`src/tlvf_pkg.sv`:
```
// Package for the TLV record finder: beat types, status codes, header phase encoding.
// No dependencies; every other file of the block imports it.

package tlvf_pkg;

  localparam int HdrBytes = 2 + 2;
  localparam int ByteBits = 8;
  localparam int LenBits  = 2 * ByteBits;
  localparam int StatBits = 2;

  localparam logic [StatBits-1:0] ST_VALUE    = 2'd0;
  localparam logic [StatBits-1:0] ST_EMPTY    = 2'd1;
  localparam logic [StatBits-1:0] ST_NOTFOUND = 2'd2;
  localparam logic [StatBits-1:0] ST_TRUNC    = 2'd3;

  typedef enum logic [HdrBytes:0] {
    PH_TYPE_LO = 5'b00001,
    PH_TYPE_HI = 5'b00010,
    PH_LEN_LO  = 5'b00100,
    PH_LEN_HI  = 5'b01000,
    PH_VALUE   = 5'b10000
  } phase_t;

  typedef struct packed {
    logic [ByteBits-1:0] data_byte;
    logic                end_of_message;
  } in_beat_t;

  typedef struct packed {
    logic [ByteBits-1:0] value_byte;
    logic [LenBits-1:0]  value_offset;
    logic [LenBits-1:0]  record_length;
    logic [StatBits-1:0] status;
    logic                is_last;
  } out_beat_t;

endpackage

```
`src/tlvf_ifs.sv`:
```
// Valid/ready channel interfaces for the TLV record finder: input, result and config.
// Depends on tlvf_pkg for field widths.

interface tlvf_in_if import tlvf_pkg::*; ();
  logic                valid;
  logic                ready;
  logic [ByteBits-1:0] data_byte;
  logic                end_of_message;

  modport source (output valid, data_byte, end_of_message, input ready);
  modport sink   (input valid, data_byte, end_of_message, output ready);
endinterface

interface tlvf_out_if import tlvf_pkg::*; ();
  logic                valid;
  logic                ready;
  logic [ByteBits-1:0] value_byte;
  logic [LenBits-1:0]  value_offset;
  logic [LenBits-1:0]  record_length;
  logic [StatBits-1:0] status;
  logic                is_last;

  modport source (output valid, value_byte, value_offset, record_length, status, is_last,
                  input ready);
  modport sink   (input valid, value_byte, value_offset, record_length, status, is_last,
                  output ready);
endinterface

interface tlvf_cfg_if import tlvf_pkg::*; ();
  logic               valid;
  logic               ready;
  logic [LenBits-1:0] target_type;

  modport source (output valid, target_type, input ready);
  modport sink   (input valid, target_type, output ready);
endinterface

```
`src/tlvf_in_stage.sv`:
```
// Input register stage of the TLV record finder: holds one accepted input beat.
// Depends on tlvf_pkg.

module tlvf_in_stage import tlvf_pkg::*; (
  input  logic     clk,
  input  logic     rst_n,
  input  logic     in_valid,
  output logic     in_ready,
  input  in_beat_t in_beat,
  output logic     s1_valid,
  input  logic     s1_ready,
  output in_beat_t s1_beat
);

  logic     valid_r;
  in_beat_t beat_r;

  assign in_ready = !valid_r || s1_ready;
  assign s1_valid = valid_r;
  assign s1_beat  = beat_r;

  always_ff @(posedge clk) begin
    if (!rst_n) begin
      valid_r <= 1'b0;
    end else if (in_ready) begin
      valid_r <= in_valid;
    end
  end

  always_ff @(posedge clk) begin
    if (in_ready && in_valid) begin
      beat_r <= in_beat;
    end
  end

endmodule

```
`src/tlvf_parser.sv`:
```
// Record parser and result register of the TLV record finder.
// Walks headers and values one byte a beat; depends on tlvf_pkg.

module tlvf_parser import tlvf_pkg::*; (
  input  logic               clk,
  input  logic               rst_n,
  input  logic [LenBits-1:0] target_type,
  input  logic               s1_valid,
  output logic               s1_ready,
  input  in_beat_t           s1_beat,
  output logic               out_valid,
  input  logic               out_ready,
  output out_beat_t          out_beat
);

  phase_t              phase_r, phase_nxt;
  logic [ByteBits-1:0] tlo_r, tlo_nxt;
  logic [LenBits-1:0]  len_r, len_nxt;
  logic [LenBits-1:0]  rem_r, rem_nxt;
  logic                match_r, match_nxt;
  logic                done_r, done_nxt;
  logic                out_valid_r;
  out_beat_t           out_r;

  logic                take;
  logic                fire;
  logic                res_v;
  logic                fin;
  out_beat_t           res;

  assign take      = !out_valid_r || out_ready;
  assign fire      = s1_valid && take;
  assign s1_ready  = take;
  assign out_valid = out_valid_r;
  assign out_beat  = out_r;

  always_comb begin
    logic [ByteBits-1:0] b;
    logic                eom;
    logic [LenBits-1:0]  len_full;
    logic [LenBits-1:0]  off;
    logic [LenBits-1:0]  rem_dec;

    b        = s1_beat.data_byte;
    eom      = s1_beat.end_of_message;
    len_full = {b, len_r[ByteBits-1:0]};
    off      = len_r - rem_r;
    rem_dec  = rem_r - {{(LenBits-1){1'b0}}, 1'b1};

    phase_nxt = phase_r;
    tlo_nxt   = tlo_r;
    len_nxt   = len_r;
    rem_nxt   = rem_r;
    match_nxt = match_r;
    done_nxt  = done_r;
    res_v     = 1'b0;
    fin       = 1'b0;
    res       = '0;

    if (!done_r) begin
      case (phase_r)
        PH_TYPE_HI: begin
          match_nxt = ({b, tlo_r} == target_type);
          phase_nxt = PH_LEN_LO;
        end
        PH_LEN_LO: begin
          len_nxt   = {{ByteBits{1'b0}}, b};
          phase_nxt = PH_LEN_HI;
        end
        PH_LEN_HI: begin
          len_nxt = len_full;
          if (len_full == '0) begin
            phase_nxt = PH_TYPE_LO;
            if (match_r) begin
              res.status  = ST_EMPTY;
              res.is_last = 1'b1;
              res_v       = 1'b1;
              fin         = 1'b1;
              done_nxt    = 1'b1;
            end
          end else begin
            rem_nxt   = len_full;
            phase_nxt = PH_VALUE;
          end
        end
        PH_VALUE: begin
          rem_nxt = rem_dec;
          if (match_r) begin
            res.value_byte    = b;
            res.value_offset  = off;
            res.record_length = len_r;
            res_v             = 1'b1;
            if (rem_dec == '0) begin
              res.status  = ST_VALUE;
              res.is_last = 1'b1;
              fin         = 1'b1;
              done_nxt    = 1'b1;
            end else if (eom) begin
              res.status  = ST_TRUNC;
              res.is_last = 1'b1;
              fin         = 1'b1;
            end else begin
              res.status  = ST_VALUE;
              res.is_last = 1'b0;
            end
          end
          if (rem_dec == '0) begin
            phase_nxt = PH_TYPE_LO;
          end
        end
        default: begin
          tlo_nxt   = b;
          phase_nxt = PH_TYPE_HI;
        end
      endcase

      if (eom && !fin) begin
        res         = '0;
        res.status  = match_nxt ? ST_TRUNC : ST_NOTFOUND;
        res.is_last = 1'b1;
        res_v       = 1'b1;
      end
    end

    // drop all search state at message end
    if (eom) begin
      phase_nxt = PH_TYPE_LO;
      tlo_nxt   = '0;
      len_nxt   = '0;
      rem_nxt   = '0;
      match_nxt = 1'b0;
      done_nxt  = 1'b0;
    end
  end

  always_ff @(posedge clk) begin
    if (!rst_n) begin
      phase_r     <= PH_TYPE_LO;
      tlo_r       <= '0;
      len_r       <= '0;
      rem_r       <= '0;
      match_r     <= 1'b0;
      done_r      <= 1'b0;
      out_valid_r <= 1'b0;
    end else begin
      if (fire) begin
        phase_r <= phase_nxt;
        tlo_r   <= tlo_nxt;
        len_r   <= len_nxt;
        rem_r   <= rem_nxt;
        match_r <= match_nxt;
        done_r  <= done_nxt;
      end
      if (take) begin
        out_valid_r <= fire && res_v;
      end
    end
  end

  always_ff @(posedge clk) begin
    if (take) begin
      out_r <= res;
    end
  end

  a_done_silent: assert property (@(posedge clk) disable iff (!rst_n)
    fire && done_r |=> !out_valid_r)
    else $error("result produced after completed match");

  a_notlast_value: assert property (@(posedge clk) disable iff (!rst_n)
    out_valid_r && !out_r.is_last |-> out_r.status == ST_VALUE)
    else $error("non-final result with a status code");

  a_eom_clears: assert property (@(posedge clk) disable iff (!rst_n)
    fire && s1_beat.end_of_message |=> phase_r == PH_TYPE_LO && !done_r && !match_r)
    else $error("search state kept past message end");

  a_value_rem: assert property (@(posedge clk) disable iff (!rst_n)
    phase_r == PH_VALUE |-> rem_r != '0)
    else $error("value phase with no bytes remaining");

endmodule

```
`src/tlv_record_finder.sv`:
```
// TLV record finder top level: one byte beat in, at most one result beat out per byte.
// A byte is registered in the input stage, and its result in the parser's result register, before it reaches out_ch.
// Throughput: one byte per cycle while out_ch accepts results; the header/value walk is a single registered step.
// Reset (rst_n low, synchronous): search state cleared, target_type set to zero.
// Depends on tlvf_pkg, tlvf_ifs, tlvf_in_stage and tlvf_parser.

module tlv_record_finder import tlvf_pkg::*; (
  input  logic        clk,
  input  logic        rst_n,
  tlvf_in_if.sink     in_ch,
  tlvf_out_if.source  out_ch,
  tlvf_cfg_if.sink    cfg_ch
);

  logic [LenBits-1:0] target_r;
  in_beat_t           in_beat;
  logic               s1_valid;
  logic               s1_ready;
  in_beat_t           s1_beat;
  out_beat_t          out_beat;

  assign cfg_ch.ready = 1'b1;

  always_ff @(posedge clk) begin
    if (!rst_n) begin
      target_r <= '0;
    end else if (cfg_ch.valid) begin
      target_r <= cfg_ch.target_type;
    end
  end

  assign in_beat.data_byte      = in_ch.data_byte;
  assign in_beat.end_of_message = in_ch.end_of_message;

  tlvf_in_stage u_in_stage (
    .clk      (clk),
    .rst_n    (rst_n),
    .in_valid (in_ch.valid),
    .in_ready (in_ch.ready),
    .in_beat  (in_beat),
    .s1_valid (s1_valid),
    .s1_ready (s1_ready),
    .s1_beat  (s1_beat)
  );

  tlvf_parser u_parser (
    .clk         (clk),
    .rst_n       (rst_n),
    .target_type (target_r),
    .s1_valid    (s1_valid),
    .s1_ready    (s1_ready),
    .s1_beat     (s1_beat),
    .out_valid   (out_ch.valid),
    .out_ready   (out_ch.ready),
    .out_beat    (out_beat)
  );

  assign out_ch.value_byte    = out_beat.value_byte;
  assign out_ch.value_offset  = out_beat.value_offset;
  assign out_ch.record_length = out_beat.record_length;
  assign out_ch.status        = out_beat.status;
  assign out_ch.is_last       = out_beat.is_last;

endmodule

```
`src/flat_wrapper.sv`:
```
// flat-port wrapper written by rule: the top's interface ports become plain ports
module tlv_record_finder_flat import tlvf_pkg::*;
  (clk, rst_n, in_ch_valid, in_ch_data_byte, in_ch_end_of_message, in_ch_ready, out_ch_valid, out_ch_value_byte, out_ch_value_offset, out_ch_record_length, out_ch_status, out_ch_is_last, out_ch_ready, cfg_ch_valid, cfg_ch_target_type, cfg_ch_ready);
  tlvf_in_if in_ch_i ();
  tlvf_out_if out_ch_i ();
  tlvf_cfg_if cfg_ch_i ();
  input  logic clk;
  input  logic rst_n;
  input wire logic [$bits(in_ch_i.valid)-1:0] in_ch_valid;
  input wire logic [$bits(in_ch_i.data_byte)-1:0] in_ch_data_byte;
  input wire logic [$bits(in_ch_i.end_of_message)-1:0] in_ch_end_of_message;
  output wire logic [$bits(in_ch_i.ready)-1:0] in_ch_ready;
  output wire logic [$bits(out_ch_i.valid)-1:0] out_ch_valid;
  output wire logic [$bits(out_ch_i.value_byte)-1:0] out_ch_value_byte;
  output wire logic [$bits(out_ch_i.value_offset)-1:0] out_ch_value_offset;
  output wire logic [$bits(out_ch_i.record_length)-1:0] out_ch_record_length;
  output wire logic [$bits(out_ch_i.status)-1:0] out_ch_status;
  output wire logic [$bits(out_ch_i.is_last)-1:0] out_ch_is_last;
  input wire logic [$bits(out_ch_i.ready)-1:0] out_ch_ready;
  input wire logic [$bits(cfg_ch_i.valid)-1:0] cfg_ch_valid;
  input wire logic [$bits(cfg_ch_i.target_type)-1:0] cfg_ch_target_type;
  output wire logic [$bits(cfg_ch_i.ready)-1:0] cfg_ch_ready;
  assign in_ch_i.valid = in_ch_valid;
  assign in_ch_i.data_byte = in_ch_data_byte;
  assign in_ch_i.end_of_message = in_ch_end_of_message;
  assign in_ch_ready = in_ch_i.ready;
  assign out_ch_valid = out_ch_i.valid;
  assign out_ch_value_byte = out_ch_i.value_byte;
  assign out_ch_value_offset = out_ch_i.value_offset;
  assign out_ch_record_length = out_ch_i.record_length;
  assign out_ch_status = out_ch_i.status;
  assign out_ch_is_last = out_ch_i.is_last;
  assign out_ch_i.ready = out_ch_ready;
  assign cfg_ch_i.valid = cfg_ch_valid;
  assign cfg_ch_i.target_type = cfg_ch_target_type;
  assign cfg_ch_ready = cfg_ch_i.ready;
  tlv_record_finder u_core (.clk(clk), .rst_n(rst_n), .in_ch(in_ch_i), .out_ch(out_ch_i), .cfg_ch(cfg_ch_i));
endmodule
```
`config.mk`:
```
export PLATFORM = sky130hd
export DESIGN_NAME = tlv_record_finder_flat
export DESIGN_NICKNAME = d
export VERILOG_FILES = /design/src/tlvf_pkg.sv /design/src/tlvf_ifs.sv /design/src/tlvf_in_stage.sv /design/src/tlvf_parser.sv /design/src/tlv_record_finder.sv /design/src/flat_wrapper.sv
export SDC_FILE = /design/constraint.sdc
export NUM_CORES = 1
export LEC_CHECK = 0
export ABC_AREA = 1
export BUFFER_PORTS_ARGS = -buffer_cell sky130_fd_sc_hd__buf_2
export CAP_MARGIN = 10
export CORE_UTILIZATION = 50
export DETAILED_ROUTE_END_ITERATION = 10
export GPL_ROUTABILITY_DRIVEN = 0
export GPL_TIMING_DRIVEN = 1
export PLACE_DENSITY = 0.7
export REMOVE_ABC_BUFFERS = 1
export SLEW_MARGIN = 40
export SYNTH_ARGS = -nofsm -noshare
export SYNTH_HDL_FRONTEND = slang
export SYNTH_HIERARCHICAL = 1
export SYNTH_SLANG_ARGS = --single-unit
```
`constraint.sdc`:
```
create_clock -name clk -period 5.1 [get_ports clk]
set_input_delay 0.51 -clock clk [delete_from_list [all_inputs] [get_ports clk]]
set_output_delay 0.51 -clock clk [all_outputs]
set_load 0.1 [all_outputs]
```
* After elaboration in Yosys (flattened, before gate mapping)
Index checks and enable logic that the tools add are counted.
Cells by class: add/sub/neg operators 2, equal/unequal tests 10, muxes and demuxes 42, bitwise gates (word level) 2, reduce and logical (&&, ||, !) cells 22
Operators by type and width (count):
- $mux W16 | 5
- $pmux W16 S2 | 2
- $logic_not A16 Y1 | 2
- $mux W8 | 3
- $mux W5 | 4
- $pmux W5 S4 | 1
- $mux W1 | 17
- $eq A16 B16 Y1 | 1
- $sub A16 B1 Y16 const B | 1
- $sub A16 B16 Y16 | 1
- $mux W3 | 4
- $reduce_and A3 Y1 | 3
- $reduce_and A4 Y1 | 2
- $reduce_or A4 Y1 | 2
- $ne A2 B1 Y1 const B | 3
- $ne A3 B2 Y1 const B | 2
- $pmux W1 S2 | 3
- $pmux W3 S2 | 1
- $reduce_bool A3 Y1 | 2
- $eq A5 B2 Y1 const B | 1
- $eq A5 B3 Y1 const B | 1
- $eq A5 B4 Y1 const B | 1
- $eq A5 B5 Y1 const B | 1
- $logic_and A1 B1 Y1 | 4
- 6 further kinds | 11
Word-level totals: flip-flop bits (word level) 117, bits of input ports 30, output and inout bits 46, word-level logic and storage cells 95

* Longest topological paths before layout
word-level depth 11, depth in mapped cells 16, depth with buffers taken out 16

* Cells and area by module
Netlist, hierarchy kept.
Modules (own cells, without submodules):
- tlvf_parser | times used 1, cells each 667, area an instance 5134.9 µm², seq. area each 2252.2 µm²
- tlv_record_finder | times used 1, cells each 103, area an instance 685.7 µm², seq. area each 320.3 µm²
- tlvf_in_stage | times used 1, cells each 16, area an instance 321.6 µm², seq. area each 290.3 µm²

* Worst setup path before layout
Ideal clock, no wire load.
path kind flip-flop to flip-flop, start point register u_core.u_parser.out_valid_r, in the netlist u_core/u_parser/out_valid, end point register u_core.u_parser.len_r[8], library setup time 0.070 ns, arrival 3.422 ns, required time 5.030 ns, path slack 1.608 ns, cell stages (with the launch flop) 11, buffers on the path 0, period minus slack after synthesis 3.492 ns, cell sequence dfxtp_1 -> nand2_1 -> nand2_1 -> nor2_1 -> nor2_1 -> inv_2 -> o21ai_2 -> inv_2 -> nor2_4 -> nand2_1 -> a21oi_1
Between the ends: cells in the longest elaborated chain, start to end 4
RTL lines:
- start: declaration | line tlvf_parser.sv:22 | logic out_valid_r;
- start signal: assignment | line tlvf_parser.sv:155 | out_valid_r <= fire && res_v;
- $logic_not A1 Y1 | line tlvf_parser.sv:31 | assign take = !out_valid_r || out_ready;
- $logic_or A1 B1 Y1 | line tlvf_parser.sv:31
- named net u_core.s1_ready | line tlv_record_finder.sv:18 | logic s1_ready;
- $logic_and A1 B1 Y1 | line tlvf_parser.sv:32 | assign fire = s1_valid && take;
- $reduce_and A3 Y1 (no source line)
- end signal: assignment | line tlvf_parser.sv:149 | len_r <= len_nxt;
- end: declaration | line tlvf_parser.sv:18 | logic [LenBits-1:0] len_r, len_nxt;
The timed path passes the listed nets, and every way through them passes these cells. A chain may end at the register's enable or synchronous reset.

* Final worst setup path
start point register u_core.u_parser.phase_r[3], end point register u_core.u_parser.out_r (netlist bit u_core/u_parser/out_beat[22]), data pin
Between the ends: cells in the longest elaborated chain, start to end 6, elaborated cells on any way between the ends 8, those cells by class 2 x eq/ne; 2 x mux; 1 x bitwise; 3 x reduce/logical
RTL lines:
- start: declaration | line tlvf_parser.sv:16 | phase_t phase_r, phase_nxt;
- start signal: assignment | line tlvf_parser.sv:147 | phase_r <= phase_nxt;
- $eq A5 B5 Y1 or $eq A5 B4 Y1 (tied branches) | line tlvf_parser.sv:61 | case (phase_r)
- $pmux W1 S2 | line tlvf_parser.sv:61
- $mux W1 | line tlvf_parser.sv:60 | if (!done_r) begin
- $logic_not A1 Y1 | line tlvf_parser.sv:117 | if (eom && !fin) begin
- $logic_and A1 B1 Y1 | line tlvf_parser.sv:117
- $reduce_or A4 Y1 (no source line) *
- end signal: assignment | line tlvf_parser.sv:162 | out_r <= res;
- end: declaration | line tlvf_parser.sv:23 | out_beat_t out_r;
Every way passes the cells marked *; elsewhere a longest branch is shown, timed or not. The select of a mux whose other input is x is not followed.

==> flow_summary.json <==
{
  "status": "completed",
  "ys_warn_count": 6,
  "die_area_um2": 12700,
  "finalHoldViolCount": 0,
  "power_density_nw_per_um2": 357,
  "relSlewSlack_pct": 47.1,
  "crit_arrival_ps": 2920,
  "drive_gt1_share_pct": 17.6,
  "holdCritPathClass": "input port to register",
  "pre_cts_slack_ps": 2390,
  "hpwlAfterDp_um": 10600,
  "cts_tree": "done",
  "rows": 40,
  "setup_viol": 0,
  "timing.rr.start": "u_core/u_parser/phase_r[3]$_SDFFE_PN0P_",
  "synthToLayoutAreaGrowth_pct": 18.0,
  "synth_flop_cell": "dfxtp_1",
  "synth_top_area_share_pct": 25.4,
  "start_util_pct": 51.1,
  "grt_usage_pct": 24.4,
  "synthTopCellsByArea": "edfxtp_1 25%, dfxtp_1 21%, nand2_1 12%",
  "dr.first_iter.drc_count": 400,
  "vias": 5355,
  "wl_per_cell_um": 14.5,
  "max_slew.worst_pin.slew_ps": 791,
  "hold_buffers": 0,
  "tns_ps": 0,
  "first_global_vias": 5107,
  "cts_resized": 0,
  "final_area_um2": 7250,
  "numCtsBuffers": 17,
  "vias_per_cell": 5.24,
  "p_total_mw": 2.59,
  "antennaDiodeCount": 0,
  "boundaryPins": 76,
  "nets": 909,
  "max_freq_mhz": 374,
  "cp_slowest_cell": "nor3_4",
  "finalWorstSetupSlack_ps": 2430,
  "yosysMostFrequentCell": "nand2_1",
  "crit_required_ps": 5340,
  "dp_cells": 989,
  "path_class": "register to register",
  "netlist_top_cells_count": "202 x nand2_1, 121 x nor2_1, 94 x inv_1, 65 x dfxtp_1, 64 x a21oi_1",
  "syn_inst": 786,
  "avgSynthCellArea_um2": 7.81,
  "antenna_left": 0,
  "grt.overflow.total": 0,
  "die_x_um": 113,
  "drc": 0,
  "antenna_found_initial": 0,
  "grt_max_degree": 47,
  "drv_cap": 0,
  "async_flop_share_pct": 0,
  "synth_area_um2": 6140,
  "port_buffers": 74,
  "synth_seq_area_share_pct": 46.6,
  "timing.hold.ws_ps": 262,
  "clock-root-buffer": "clkbuf_16",
  "drtPass1Iterations": 5,
  "post-cts-setup-buffers": 0,
  "start_kind": "register",
  "core_area_um2": 12000,
  "end_kind": "register",
  "vdd_ir_drop_max_uv": 229,
  "period_needed_ps": 2670,
  "clkLatencyLatePin_ps": 420,
  "synth_cell_types": 48,
  "min_from": "in_ch_data_byte[4]",
  "clkTransAtPathRegs_ps": 50,
  "crit_start": "u_core/u_parser/phase_r[3]$_SDFFE_PN0P_",
  "ys_ff_latch": 117,
  "leakagePower_nw": 3.35,
  "clock_skew_ps": 7.14,
  "final_core_util_pct": 60.3,
  "synth_area_leader_cell": "edfxtp_1",
  "drt-total-wl_um": 14800,
  "dpl-instance-area_um2": 6580,
  "fin_crit_sh_pct": 52.4,
  "clockBufferDepth": 2,
  "path_cells": "or2_1, nor3_4, inv_4, nor2_2, inv_2, nor2_4, nand2_2, nor3b_1",
  "rsz0062_at_grt": "false",
  "critPathMaxFanout": 19,
  "finalNonFillerCells": 1021,
  "cpPeakStageDelay_ps": 630,
  "maxSlewViolCount": 0,
  "synth_edf_count": 52,
  "grt_pass1_wl_um": 23900,
  "cts_sinks": 117,
  "die-height_um": 113,
  "cts.htree.levels": 4
}
-- routing by layer --
metal,up-vias,wire [µm],global-route usage (%)
met5,-,0,0
met4,0,509,14.0
met3,43,882,5.46
met2,192,7070,40.9
met1,2437,6370,29.0
li1,2683,-,-
-- cell families (layout without fill, tap and decap cells) --
kind of cell	count (synthesis)	count (layout)	share of synthesized area [%]
other cells	1	1	0.0611
xor+xnor	21	21	2.99
compound gates	106	106	9.80
simple gates	400	400	28.3
flops	117	117	46.6
fa+ha+maj	18	18	3.79
buf+inv	123	211	8.43
-- sequential cells by signal (all words and copies together) (netlist names) --
name	cells
u_core/u_parser/out_beat	43
u_core/target_r	16
u_core/u_parser/len_r	16
u_core/u_parser/rem_r	16
u_core/u_in_stage/s1_beat	9
u_core/u_parser/tlo_r	8
u_core/u_parser/phase_r	5
u_core/u_in_stage/s1_valid	1
u_core/u_parser/done_r	1
u_core/u_parser/match_r	1
u_core/u_parser/out_valid	1
-- area by class of cell --
type | count | area, µm²
clock buffers | 21 | 493
multi-input cells | 546 | 2770
well taps | 147 | 184
clock inverters | 11 | 168
fillers | 1073 | 4760
flip-flops and latches | 117 | 2860
inverters | 105 | 398
repair buffers | 74 | 370
-- path summary, 6_finish.rpt --
path	endpoint	slack, ps	cells past startpoint
min reg2reg	u_core/u_parser/tlo_r[6]$_SDFFE_PN0P_	470	2
min	u_core/u_in_stage/s1_beat[5]$_DFFE_PP_	260	1
max reg2reg	u_core/u_parser/out_beat[22]$_SDFFCE_PP0N_	2430	8
max	u_core/u_parser/out_beat[22]$_SDFFCE_PP0N_	2430	8
-- critical path, delay by kind of cell (launching register included) --
family,cells,cell delay [ps]
and+or+nand+nor,6,1830
DFF,1,330
buffers and inverters,2,320
-- power by group --
part	internal, mW	leakage, nW	switching [mW]
clock	0.887	0.320	0.422
combinational	0.0647	1.90	0.184
sequential	1.01	1.14	0.0206
total	1.96	3.35	0.627
-- cell usage in the layout (no fill, tap or decap), types with 8 or more instances in the layout --
master	instances
ha_1	17
dfxtp_1	65
nor2_1	121
nor2_2	8
clkbuf_16	19
inv_2	9
nand2_2	8
nand2_1	201
o21ai_0	12
xor2_1	9
nand4_1	11
buf_2	74
xnor2_1	12
nand3_1	21
edfxtp_1	52
inv_1	94
o211ai_1	15
a21oi_1	63
Note: power is estimated with default switching activity, not from simulation.
